[src/rtl/mcad_pkg.sv]
`default_nettype none
package mcad_pkg;

	localparam int CHANNELS    = 4;
	localparam int STORE_LEN   = 4096;
	localparam int SAMPLE_BITS = 32;

	localparam int NUM_DELAY_REGS = 4;
	localparam int DLY_FIELD_W    = 13;
	localparam int CFG_IDX_W      = 3;
	localparam int CFG_DATA_W     = 32;
	localparam int CH_W           = 2;
	localparam int WORD_W         = 32;

	localparam int CH_IDX_W = (CHANNELS > 1) ? $clog2(CHANNELS) : 1;
	localparam int PTR_W    = (STORE_LEN > 1) ? $clog2(STORE_LEN) : 1;
	localparam int DLY_W    = $clog2(STORE_LEN + 1);
	localparam int DEPTH    = CHANNELS * STORE_LEN;
	localparam int ADDR_W   = (DEPTH > 1) ? $clog2(DEPTH) : 1;

	localparam logic [CFG_IDX_W-1:0] REG_DELAY_CH0 = 3'd0;
	localparam logic [CFG_IDX_W-1:0] REG_SILENCE   = 3'd4;
	localparam logic [CFG_IDX_W-1:0] REG_BYPASS    = 3'd5;

	typedef enum logic [1:0] {
		MODE_PASS,
		MODE_FILL,
		MODE_RING
	} mode_t;

	typedef struct packed {
		mode_t             mode;
		logic [ADDR_W-1:0] addr;
	} op_t;

endpackage
`default_nettype wire

[src/rtl/mcad_chan_state.sv]
`default_nettype none
module mcad_chan_state (
	input  wire                             clk,
	input  wire                             arst_n,
	input  wire                             cfg_we,
	input  wire [mcad_pkg::CFG_IDX_W-1:0]   cfg_index,
	input  wire [mcad_pkg::CFG_DATA_W-1:0]  cfg_data,
	input  wire                             req,
	input  wire [mcad_pkg::CH_W-1:0]        channel,
	output mcad_pkg::op_t                   op,
	output logic [mcad_pkg::SAMPLE_BITS-1:0] silence
);
	import mcad_pkg::*;

	logic [DLY_W-1:0] delay_q [NUM_DELAY_REGS];
	logic [DLY_W-1:0] fill_q  [CHANNELS];
	logic [PTR_W-1:0] ptr_q   [CHANNELS];
	logic             bypass_q;
	logic [SAMPLE_BITS-1:0] silence_q;

	logic                ch_ok;
	logic [CH_IDX_W-1:0] ch_idx;
	logic [DLY_W-1:0]    dly;
	logic [DLY_W-1:0]    fill;
	logic [PTR_W-1:0]    ptr;
	logic [PTR_W-1:0]    pos;
	logic [PTR_W-1:0]    ptr_nxt;
	logic [DLY_W-1:0]    dly_sat;
	mode_t               mode;
	logic [ADDR_W-1:0]   addr;

	assign ch_idx = CH_IDX_W'(channel);
	assign ch_ok  = 32'(channel) < 32'(CHANNELS);
	assign dly    = delay_q[channel];
	assign fill   = fill_q[ch_idx];
	assign ptr    = ptr_q[ch_idx];

	always_comb begin
		if (bypass_q || !ch_ok || dly == '0) begin
			mode = MODE_PASS;
		end else if (fill < dly) begin
			mode = MODE_FILL;
		end else begin
			mode = MODE_RING;
		end
	end

	// fill stays below the delay in the fill phase, so it fits a pointer
	assign pos     = (mode == MODE_FILL) ? PTR_W'(fill) : ptr;
	assign addr    = ADDR_W'(ch_idx) * ADDR_W'(STORE_LEN) + ADDR_W'(pos);
	assign op      = '{mode: mode, addr: addr};
	assign ptr_nxt = (DLY_W'(ptr) + DLY_W'(1) >= dly) ? '0 : ptr + PTR_W'(1);
	assign silence = silence_q;

	always_comb begin
		if (32'(cfg_data[DLY_FIELD_W-1:0]) > 32'(STORE_LEN)) begin
			dly_sat = DLY_W'(STORE_LEN);
		end else begin
			dly_sat = DLY_W'(cfg_data[DLY_FIELD_W-1:0]);
		end
	end

	always_ff @(posedge clk or negedge arst_n) begin
		if (!arst_n) begin
			bypass_q  <= 1'b0;
			silence_q <= '0;
			for (int i = 0; i < NUM_DELAY_REGS; i++) delay_q[i] <= '0;
			for (int i = 0; i < CHANNELS; i++) begin
				fill_q[i] <= '0;
				ptr_q[i]  <= '0;
			end
		end else begin
			if (cfg_we && cfg_index == REG_SILENCE) begin
				silence_q <= SAMPLE_BITS'(cfg_data);
			end
			if (cfg_we && cfg_index == REG_BYPASS) begin
				bypass_q <= cfg_data[0];
			end
			for (int i = 0; i < NUM_DELAY_REGS; i++) begin
				if (cfg_we && cfg_index == REG_DELAY_CH0 + CFG_IDX_W'(i)) begin
					delay_q[i] <= dly_sat;
				end
			end
			for (int i = 0; i < CHANNELS; i++) begin
				if (cfg_we && i < NUM_DELAY_REGS &&
				    cfg_index == REG_DELAY_CH0 + CFG_IDX_W'(i)) begin
					// restart the channel: fill phase begins again
					fill_q[i] <= '0;
					ptr_q[i]  <= '0;
				end else if (req && ch_idx == CH_IDX_W'(i)) begin
					if (mode == MODE_FILL) begin
						fill_q[i] <= fill + DLY_W'(1);
					end else if (mode == MODE_RING) begin
						ptr_q[i] <= ptr_nxt;
					end
				end
			end
		end
	end

`ifndef SYNTH
	a_ring_ptr_in_range: assert property (@(posedge clk) disable iff (!arst_n)
		(mode == MODE_RING) |-> (DLY_W'(ptr) < dly))
		else $error("ring pointer at or beyond channel delay");
	a_fill_bounded: assert property (@(posedge clk) disable iff (!arst_n)
		fill <= dly)
		else $error("fill count beyond channel delay");
	a_delay_saturated: assert property (@(posedge clk) disable iff (!arst_n)
		dly <= DLY_W'(STORE_LEN))
		else $error("channel delay above store length");
`endif

endmodule
`default_nettype wire

[config.mk]
export PLATFORM = sky130hd
export DESIGN_NAME = mcad_chan_state
export DESIGN_NICKNAME = d
export VERILOG_FILES = /design/src/rtl/mcad_pkg.sv /design/src/rtl/mcad_chan_state.sv
export SDC_FILE = /design/constraint.sdc
export NUM_CORES = 1
export LEC_CHECK = 0
export ABC_AREA = 1
export BUFFER_PORTS_ARGS = -buffer_cell sky130_fd_sc_hd__buf_2
export CORE_MARGIN = 1
export CORE_UTILIZATION = 50
export CTS_BUF_LIST = sky130_fd_sc_hd__clkbuf_4 sky130_fd_sc_hd__clkbuf_8
export CTS_CLUSTER_DIAMETER = 30
export DETAILED_ROUTE_END_ITERATION = 8
export PLACE_DENSITY_LB_ADDON = 0.08
export SLEW_MARGIN = 20
export SYNTH_ARGS = -nofsm -noshare
export SYNTH_HDL_FRONTEND = slang
export SYNTH_SLANG_ARGS = --single-unit
export TNS_END_PERCENT = 30
[constraint.sdc]
create_clock -name clk -period 3.52 [get_ports clk]
set_input_delay 0 -clock clk [delete_from_list [all_inputs] [get_ports clk]]
set_output_delay 0 -clock clk [all_outputs]
set_load 0.02 [all_outputs]
; After elaboration in Yosys (flattened, before gate mapping)
; Cells that the tools add are included.
[classes]
n_eq_ne = 14
reduce_logical = 34
bitwise_logic = 1
order_cmp = 4
addsub = 4
mux = 33
[ops]
columns = op, n
row1 = 13-bit 2-to-1 mux, 14
row2 = 12-bit 2-to-1 mux, 14
row3 = 13-bit binary-select mux with 2-bit select, 2
row4 = 12-bit binary-select mux with 2-bit select, 1
row5 = 2-bit nonzero test, 12
row6 = 14-bit by 12-bit adder with 14-bit output, 1
row7 = 12-bit by 1-bit adder with 13-bit output (second input constant), 1
row8 = 13-bit by 1-bit adder with 13-bit output (second input constant), 1
row9 = 13-bit >= comparator, 1
row10 = 13-bit greater-than comparator (second input constant), 1
row11 = 13-bit logical NOT, 1
row12 = 13-bit < comparator, 1
row13 = 12-bit by 1-bit adder with 12-bit output (second input constant), 1
row14 = 3-bit AND reduction, 4
row15 = 1-bit logical AND, 10
row16 = 2-bit != test (second input constant), 4
row17 = 2-bit AND reduction, 4
row18 = 2-bit equality test (second input constant), 3
row19 = 3-bit by 2-bit equality test with 1-bit output (second input constant), 2
row20 = 3-bit equality test (second input constant), 2
row21 = 2-bit by 1-bit equality test with 1-bit output (second input constant), 2
row22 = 2-bit 2-to-1 mux, 2
row23 = 3-bit by 1-bit equality test with 1-bit output (second input constant), 1
row24 = 3-bit >= comparator (second input constant), 1
row25 = 4 further kinds, 4
[totals]
input_bits = 41
elab_cells = 104
reg_bits = 185
out_inout_bits = 48

; Longest topological paths before layout
; Gate-level depths: netlist (run 1).
[logic_depth]
ltp_word = 12
mapped_depth = 26
ltp_nobuf = 24

; Least setup slack after synthesis (run 1)
; OpenSTA, ideal clock, no wires.
[synth_timing]
path_kind = input-to-reg
start = in channel[1] (netlist bit)
end = reg ptr_q[6] (netlist bit)
path_buffers = 2
required_time_ps = 3453
slack_ps = 729
t_arrival_ps = 2725
setup_ps = 67
path_stages = 23
path_cell_list = buf_4 > nor2_2 > buf_4 > nand2_1 > nand4_1 > ha_1 > nand2_1 > nor2_4 > nand4_1 > nand2_1 > inv_1 > ha_1 > nand2_1 > inv_1 > nor2_1 > o21ai_0 > a21oi_1 > nand3_1 > inv_1 > nand3_1 > nor2_1 > nand3_1 > nand2_1
[synth_via]
elab_chain_cells = 11
word_cells_on_any_way = 31
classes_between = add/sub: 2 / order compare: 2 / eq/ne: 4 / mux: 16 / bitwise: 1 / reduce/logical: 6
[synth_lines]
columns = item, line_no
row1 = "start, declared", mcad_chan_state.sv:9  ; input wire [mcad_pkg::CH_W-1:0] channel,
row2 = 2-bit NOT with 3-bit output (not written as such), "mcad_chan_state.sv:34, mcad_chan_state.sv:35, mcad_chan_state.sv:36"
row3 = 12-bit binary-select mux with 2-bit select, mcad_chan_state.sv:36  ; assign ptr = ptr_q[ch_idx];
row4 = 12-bit 2-to-1 mux (not written as such) (2 in series), mcad_chan_state.sv:36
row5 = 12-bit by 1-bit adder with 13-bit output, mcad_chan_state.sv:52  ; assign ptr_nxt = (DLY_W'(ptr) + DLY_W'(1) >= dly) ? '0 : ptr + PTR_W'(1);
row6 = 13-bit >= comparator, mcad_chan_state.sv:52
row7 = 12-bit 2-to-1 mux, mcad_chan_state.sv:52
row8 = 12-bit 2-to-1 mux, mcad_chan_state.sv:93  ; end else if (mode == MODE_RING) begin
row9 = 12-bit 2-to-1 mux, mcad_chan_state.sv:91  ; if (mode == MODE_FILL) begin
row10 = 12-bit 2-to-1 mux, mcad_chan_state.sv:90  ; end else if (req && ch_idx == CH_IDX_W'(i)) begin
row11 = 12-bit 2-to-1 mux, mcad_chan_state.sv:85  ; if (cfg_we && i < NUM_DELAY_REGS &&
row12 = "end signal, assigned by index", mcad_chan_state.sv:94  ; ptr_q[i] <= ptr_nxt;
row13 = "end, declared", mcad_chan_state.sv:17  ; logic [PTR_W-1:0] ptr_q [CHANNELS];
; Several ways; a longest one is shown, not always the timed one. The select of a mux whose other input is x is not followed.
; A chain may end at the register's enable or synchronous reset.

==> qor.yml, run 1 <==
outcome:
  status: "completed"
worst_setup_path:
  cpPeakStageDelay_ps: 400
  critPathMaxFanout: 29
  path_delay_family: "simple AND/OR/NAND/NOR gates"
  reg2reg_from: "ptr_q[39]"
  cp_num_buf_inv: 2
  critPathCaptureType: "primary output"
  cp-start-kind: "flip-flop"
  critPathSlowestCell: "dfrtp_1"
  worstPathCellList: "nand3_1 > nand2_1 > nor2_1 > ha_1 > a21oi_1 > nor2_1 > nor3_1 > nand2_1 > nand2_2 > nand2_4 > nor2_4 > buf_4 > nand2_1 > o21ai_1 > buf_2"
  worstPathArrival_ps: 3310
  required_ps: 3520
  critPathKind: "reg -> out"
  crit_start: "delay_q[2]"
  worst_path_most_repeated_cell: "nand2_1"
synth:
  synth_top_family_by_area: "simple AND/OR/NAND/NOR gates"
  synth_xor_area_share_pct: 0.6529
  ys_ff_latch: 185
  yosysTopAreaCell: "dfrtp_1"
  syn_avg_cell_area_um2: 7.340
  synthAdderAreaFrac_pct: 3.205
  muxShareOfSynthArea_pct: 2.671
  syn_inst: 1436
  yosys.area.top_type_share_pct: 43.92
  yosys_warnings: 0
  synth.area.top_cells: "dfrtp_1 (44%), nand2_1 (22%), nand3_1 (6.4%)"
  synth_cell_types: 34
  netlist_area_um2: 10540
  syn_nets: 1504
  ys_seq_area_share_pct: 43.92
  yosys.area_share.simple_pct: 38.30
  synth_compound_area_share_pct: 4.570
power:
  power.total_mw: 5.746
  powerDensity_nw_per_um2: 476.2
  peakVddDrop_mv: 0.2593
  p_leak_nw: 6.675
layout:
  antenna_cells: 0
  layout-drive-gt1-share_pct: 14.53
  instances_no_fill: 1832
  mostFrequentLayoutCell: "nand2_1"
  layout_common_cells: "nand2_1 (614), dfrtp_1 (185), nand3_1 (135)"
  fin_util_pct: 59.06
  fin_area_um2: 12070
  syn2layout_area_growth_pct: 14.47
  final_nets: 1617
cts:
  numCtsBuffers: 17
  cts_num_sinks: 185
  cts_tree: "done"
  clkTransAtPathRegs_ps: 120
  htree_levels: 4
  insertion_delay_ps: 490
  cts.path.max_buffers: 2
  cts_root_buf: "clkbuf_8"
floorplanning:
  die_area_um2: 21660
  die_h_um: 147.2
  row_count: 52
  io_pins: 89
  die_w_um: 147.2
  coreArea_um2: 20430
  initial_core_util_pct: 51.59
detailed_routing:
  num_vias: 10004
  wire_per_inst_um: 17.42
  routed_wl_um: 31910
  drt_iter0_drc: 808
  firstDrtPassIters: 7
  vias_per_cell: 5.461
  drcViolationCount: 0
  postRouteAntennaNets: 0
timing:
  period_share_pct: 94.14
  setup-tns-final_ps: 0
  max_slew.worst_pin.slew_ps: 855.9
  setup_viol: 0
  drv_slew: 0
  final_hold_viol_count: 0
  holdWs_ps: 85.69
  clock_skew_ps: 25.87
  slew-limit-headroom_pct: 42.56
  setup_slack_ps: 206.1
  fin_crit_ps: 3314
  grt_setup_unrepaired: "no"
  max_freq_ghz: 0.3018
place:
  hpwl_um: 21260
  place_ws_ps: 102.3
  dpl.cell_count: 1763
  io_buffers: 88
  place_area_um2: 11260
  gp_congestion: 0.9221
worst_hold_path:
  holdCritStartpoint: "cfg_index[0]"
  min_path_type: "in -> reg"
global_route:
  grt_pass1_vias: 9776
  grt-ovfl-total: 0
  grt_pass1_wl_um: 52340
  grt_antenna_before_repair: 1
  grt_max_degree: 93
  groute.usage.overall_pct: 31.07
flow_run:
  max_cap_violations: 0
[what timing repair did]
action / 4_1_cts / 5_1_grt
gates resized for setup: 0 / 5
endpoints found under the hold margin: 176 / 0
buffers inserted: 0 / 0
hold buffers: 37 / 0
setup endpoints to repair: 0 / 19
[worst reg2reg max path, cell delays in order, from the launching register on]
cell	delay, ps
dfrtp_1	360
nand2_1	60
nand2_1	80
nand2_1	80
nand3_1	210
nand2_1	130
nor2_2	220
nand3_1	190
and2_1	220
ha_1	310
nand2_1	60
inv_1	50
nand2_1	60
nand2_1	50
a21oi_1	120
nand3_1	110
buf_4	180
nor2_1	340
nand4_1	150
nand2_1	90
[registers in the layout (all words and copies together) (netlist names)]
| register | cells |
|---|---|
| fill_q | 52 |
| delay_q | 52 |
| silence | 32 |
| ptr_q | 48 |
| bypass_q | 1 |
[final cells by class]
type | instances | area, um^2
clock buffers | 18 | 241.5
clock inverters | 14 | 185.2
fillers | 1944 | 8364
inverters | 78 | 292.8
multi-input cells | 1102 | 5221
flip-flops and latches | 185 | 4629
well taps | 270 | 337.8
repair buffers | 165 | 1157
[logic make-up after synthesis]
family          Yosys count
simple gates            949
flops                   185
buf+inv                 149
compound gates           94
fa+ha+maj                27
mux                      25
xor+xnor                  7
[path summary, 6_finish.rpt]
path / cells after the start / endpoint / slack [ps]
max in group asynchronous: 3 / delay_q[26] / 2290
max reg2reg: 19 / ptr_q[4] / 410
min reg2reg: 2 / ptr_q[46] / 480
max: 15 / op[11] / 210
min: 6 / ptr_q[7] / 90
min in group asynchronous: 2 / ptr_q[31] / 140
[power breakdown]
part	total, mW	switching, mW	internal, mW	leakage [nW]
Clock	1.51	0.945	0.565	0.211
Sequential	2.57	0.162	2.41	2.46
Combinational	1.67	1.11	0.562	4.01
Total	5.75	2.21	3.53	6.67
[routing by layer]
| layer | GRT usage, % | wire [um] |
|---|---|---|
| met1 | 42.18 | 14000 |
| met2 | 50.12 | 14890 |
| met3 | 5.093 | 2223 |
| met4 | 11.34 | 784 |
| met5 | 0 | 11 |
[synth_stat cells]
cell and number:
nand3_1 135, nand4_1 68, nor2_4 5, o21a_1 1
mux2_2 25, and2_1 4, clkbuf_2 1, a31oi_1 1
nor4_1 2, nand3_2 2, buf_1 1, inv_2 4
buf_4 19, xor2_1 3, nor3_1 3, nand2_4 1
xnor2_2 1, clkbuf_1 32, nand2_2 13, inv_1 72
a21oi_1 11, buf_2 10, dfrtp_1 185, nor2_2 9
buf_6 8, nor2_1 90, nand3b_1 1, ha_1 27
o21ai_0 65, a22oi_1 3, o21ai_1 13, nand2_1 616
xnor2_1 3, clkinv_1 2
(Power assumes the default switching activity.)
==> run 2: changes to the inputs <==
Settings changed: CORE_MARGIN 1 to 2, HOLD_SLACK_MARGIN set to 0.08.
Clock period 3.52 ns to 2.9 ns, I/O delays scaled along.
==> run 2 against run 1 <==
Against the previous run: sequential power increased by 21%; total power increased by 39%; combinational power increased by 72%; critical endpoint is now ptr_q[20]; critical path depth increased by 8; non-clock buffer count increased by 120; worst hold slack got worse by 30 ps; cell area increased by 14%; largest cell class unchanged; clock skew decreased by 7.5 ps; first-iteration DRC count decreased by 5.2%; sequential cell count unchanged; wire length increased by 6.4%; critical path type is now reg -> reg; register-to-register slack got worse by 340 ps.
==> qor.yml, run 2 (synthesized netlist as in run 1, its figures left out) <==
layout:
  top_regs: "delay_q: 52 flops, fill_q: 52 flops, ptr_q: 48 flops"
  layout_common_cells: "nand2_1 (590), dfrtp_1 (185), buf_4 (135)"
  fin_util_pct: 66.29
  final_nets: 1737
  mostFrequentLayoutCell: "nand2_1"
  fin_area_um2: 13800
  syn2layout_area_growth_pct: 30.96
  layout-drive-gt1-share_pct: 25.27
  instances_no_fill: 1957
  antenna_cells: 0
  fill_cells: 1867
detailed_routing:
  postRouteAntennaNets: 0
  drt_iter0_drc: 766
  num_vias: 10599
  routed_wl_um: 33970
  vias_per_cell: 5.416
  wire_per_inst_um: 17.36
  drcViolationCount: 0
  firstDrtPassIters: 6
worst_setup_path:
  worst_path_most_repeated_cell: "nand2_1"
  path_delay_family: "simple AND/OR/NAND/NOR gates"
  critPathKind: "reg -> reg"
  critPathMaxFanout: 7
  worstPathCellList: "nand2_1 > nand2_1 > nand2_1 > nand3_2 > ha_4 > nand2_4 > nor2_4 > nand4_1 > nand2_1 > inv_2 > ha_4 > nand2_2 > inv_2 > nor2_1 > o21ai_1 > a21oi_2 > nand3_2 > inv_2 > buf_6 > nand3_4 > nor2_1 > nand3_1 > nand2_1"
  critPathSlowestCell: "dfrtp_1"
  required_ps: 3330
  worstPathArrival_ps: 3260
  cpPeakStageDelay_ps: 370
  critPathCaptureType: "flip-flop"
  cp-start-kind: "flip-flop"
  cp_num_buf_inv: 4
timing:
  setup-tns-final_ps: 0
  clock_skew_ps: 18.38
  holdWs_ps: 56.03
  grt_setup_unrepaired: "yes"
  setup_viol: 0
  fin_crit_ps: 2830
  max_freq_ghz: 0.3534
  period_share_pct: 97.58
  drv_slew: 0
  setup_slack_ps: 70.08
  final_hold_viol_count: 0
  slew-limit-headroom_pct: 37.92
  max_slew.worst_pin.slew_ps: 925.0
floorplanning:
  initial_core_util_pct: 50.62
  io_pins: 89
  row_count: 53
  die_w_um: 149.2
  die_area_um2: 22260
  die_h_um: 149.2
  coreArea_um2: 20820
power:
  power.total_mw: 7.977
  powerDensity_nw_per_um2: 577.9
  peakVddDrop_mv: 0.3826
  p_leak_nw: 7.439
place:
  io_buffers: 88
  gp_congestion: 0.9043
  place_area_um2: 12080
  hpwl_um: 22830
  dpl.cell_count: 1858
  place_ws_ps: -157.1
cts:
  cts_num_sinks: 185
  cts_tree: "done"
  insertion_delay_ps: 490
  cts_root_buf: "clkbuf_8"
  clkTransAtPathRegs_ps: 120
  numCtsBuffers: 17
  cts.path.max_buffers: 2
  htree_levels: 4
global_route:
  grt_antenna_before_repair: 0
  grt-ovfl-total: 0
  grt_pass1_wl_um: 53920
  groute.usage.overall_pct: 31.18
  grt_pass1_vias: 10137
  grt_max_degree: 88
outcome:
  status: "completed"
worst_hold_path:
  min_path_type: "in -> async"
flow_run:
  max_cap_violations: 0
run 2: repair_timing:
item,CTS,global route
gates cloned,2,1
endpoints found under the setup margin,59,114
setup buffers,7,18
resized for setup,42,104
hold buffers,39,0
hold endpoints to repair,191,0
pin swaps,15,57
run 2: worst paths after layout:
| path | slack, ps | end | cells after the start | startpoint |
|---|---|---|---|---|
| max | 70 | ptr_q[20] | 23 | ptr_q[37] |
| min | 60 | ptr_q[30] | 2 | arst_n |
| max reg2reg | 70 | ptr_q[20] | 23 | ptr_q[37] |
| min reg2reg | 490 | ptr_q[2] | 2 | ptr_q[2] |
| max in group asynchronous | 1990 | delay_q[48] | 3 | arst_n |
| min in group clk | 130 | fill_q[38] | 7 | cfg_we |
run 2: area by class of cell:
type	count	area [um^2]	share of cell area, %
Clock buffer	17	234.0	1.695
Clock inverter	15	222.7	1.613
Inverter	78	296.5	2.148
Multi-Input combinational cell	1102	5683	41.17
Sequential cell	185	4629	33.54
Tap cell	275	344.1	2.493
Timing Repair Buffer	285	2394	17.34
run 2: worst register-to-register path, stage by stage (launching register included):
cell     delay [ps]
dfrtp_1         370
nand2_1          80
nand2_1          80
nand2_1          60
nand3_2         100
ha_4            150
nand2_4          50
nor2_4          180
nand4_1         200
nand2_1         130
inv_2            50
ha_4            220
nand2_2          60
inv_2            30
nor2_1          100
o21ai_1          90
a21oi_2         120
nand3_2         110
inv_2           100
buf_6           140
nand3_4         100
nor2_1          110
nand3_1          70
nand2_1          90
run 2: where the power goes:
part / total (mW) / internal, mW / leakage (nW) / switching [mW]
sequential: 3.12 / 2.92 / 2.46 / 0.198
clock: 1.99 / 0.781 / 0.226 / 1.21
combinational: 2.87 / 1.24 / 4.75 / 1.63
total: 7.98 / 4.94 / 7.44 / 3.04
run 2: layer usage:
layer / track usage, % / share of wire (%)
met5: 0 / 0
met4: 11.10 / 2.6
met3: 5.443 / 6.6
met2: 49.68 / 47
met1: 43.01 / 44
==> run 3: changes to the inputs <==
Settings changed: CAP_MARGIN set to 5, CORE_ASPECT_RATIO set to 1.75.
==> run 3 against run 2 <==
Against the previous run: register-to-register slack got worse by 60 ps; critical path type unchanged; maximum frequency decreased by 2.2%; sequential share of layout area increased by 0.92 points; highest routed layer unchanged; cell area decreased by 2.7%.
==> qor.yml, run 3 (synthesized netlist as in run 1, its figures left out) <==
detailed_routing:
  drt_iter0_drc: 856
  drcViolationCount: 0
  firstDrtPassIters: 6
  postRouteAntennaNets: 0
  num_vias: 10598
  vias_per_cell: 5.526
  routed_wl_um: 35970
  wire_per_inst_um: 18.75
worst_setup_path:
  required_ps: 3330
  ff2ff_path_depth: 21
  critPathKind: "reg -> reg"
  cp-start-kind: "flip-flop"
  critPathMaxFanout: 7
  worstPathArrival_ps: 3330
  critPathCaptureType: "flip-flop"
power:
  p_comb_share_pct: 34.5
  p_leak_nw: 7.312
  switchingPower_mw: 2.811
  power.total_mw: 7.718
  switching_share_pct: 36.42
  clock_power_share_pct: 25.1
  p_int_mw: 4.907
  seqPwrFrac_pct: 40.4
  powerDensity_nw_per_um2: 574.5
  peakVddDrop_mv: 0.5299
global_route:
  groute.usage.overall_pct: 32.55
  use_met1_pct: 36.08
  grt_max_degree: 84
  grt_antenna_before_repair: 0
  grt_pass1_wl_um: 55500
  grt-ovfl-total: 0
  grt_pass1_vias: 10263
  grt.busiest_layer: "met2"
  grtUsageMet2_pct: 57.73
  use_met3_pct: 4.109
timing:
  max_slew.worst_pin.slew_ps: 689.6
  fin_crit_ps: 2893
  drv_slew: 0
  clock_skew_ps: 16.80
  setup-tns-final_ps: 0
  final_hold_viol_count: 0
  holdWs_ps: 103.2
  slew-limit-headroom_pct: 54.03
  period_share_pct: 99.76
  grt_setup_unrepaired: "yes"
  max_freq_ghz: 0.3457
  setup_viol: 0
  setup_slack_ps: 7.020
floorplanning:
  die_w_um: 113.8
  die_area_um2: 22300
  initial_core_util_pct: 50.78
  io_pins: 89
  row_count: 70
  coreArea_um2: 20760
  die_h_um: 196.1
outcome:
  status: "completed"
layout:
  top_regs: "delay_q: 52 flops, fill_q: 52 flops, ptr_q: 48 flops"
  layout_common_cells: "nand2_1 (598), dfrtp_1 (185), buf_4 (135)"
  syn2layout_area_growth_pct: 27.45
  final_nets: 1723
  layout-drive-gt1-share_pct: 24.13
  fin_util_pct: 64.71
  mostFrequentLayoutCell: "nand2_1"
  antenna_cells: 0
  instances_no_fill: 1918
  fin_area_um2: 13430
  fill_cells: 1873
place:
  io_buffers: 88
  place_area_um2: 11960
  place_ws_ps: -319.3
  hpwl_um: 25600
  dpl.cell_count: 1830
  gp_congestion: 0.9714
cts:
  cts.path.max_buffers: 2
  cts_root_buf: "clkbuf_8"
  clkTransAtPathRegs_ps: 100
  htree_levels: 4
  insertion_delay_ps: 490
  numCtsBuffers: 17
  cts_tree: "done"
  cts_num_sinks: 185
flow_run:
  max_cap_violations: 0
worst_hold_path:
  min_path_type: "in -> async"
==> run 3: final timing paths <==
path                              endpoint         start  slack [ps]
worst min register to register   ptr_q[26]     ptr_q[26]         480
min in group clk                fill_q[12]  cfg_index[0]         130
worst min-delay path             ptr_q[46]        arst_n         100
worst max-delay path              ptr_q[8]     ptr_q[25]           7
max in group asynchronous       fill_q[15]        arst_n        2000
worst max register to register    ptr_q[8]     ptr_q[25]           7
==> run 3: layout make-up <==
cell class	count	area, um^2	share of cell area, %
timing repair buffer	271	2146	15.97
tap	252	315.3	2.347
clock buffer	17	234.0	1.742
clock inverter	13	188.9	1.406
inverter	78	295.3	2.198
sequential	185	4629	34.46
multi-input combinational	1102	5624	41.87
==> run 3: power by group through the flow <==
stage               Sequential [mW]  Clock (mW)  Combinational, mW
floorplan                      3.24           0               1.23
global placement               3.15           0               2.23
detailed placement             3.16           0               2.26
CTS                            3.11        1.96               2.33
global route                   3.15        2.06               2.88
finish                         3.12        1.93               2.67
==> run 3: worst max-delay path: stages, from the launching register on <==
cell,delay (ps)
dfrtp_1,400
nand2_1,70
nand2_1,60
nand2_1,60
nand3_2,100
buf_6,110
nand2_1,70
nor2_4,240
nand4_1,150
nand2_2,130
inv_1,60
ha_1,330
nand2_1,120
nor2_1,50
a21oi_1,130
nand3_1,140
inv_2,100
buf_6,140
nand3_4,100
nor2_1,120
nand3_1,80
nand2_1,70
==> run 3: what timing repair did <==
action | CTS | global route
endpoints found under the hold margin | 225 | 0
pin swaps | 0 | 36
endpoints found under the setup margin | 53 | 62
hold buffers | 38 | 0
resized for setup | 24 | 99
cloned | 0 | 2
setup buffers | 8 | 12
==> run 3: metal layers <==
metal	wire length, um	vias to the layer above	part of all wire, %
li1	-	5065	-
met1	13370	4980	37
met2	18360	421	51
met3	1644	132	4.6
met4	2597	0	7.2
met5	0	-	0
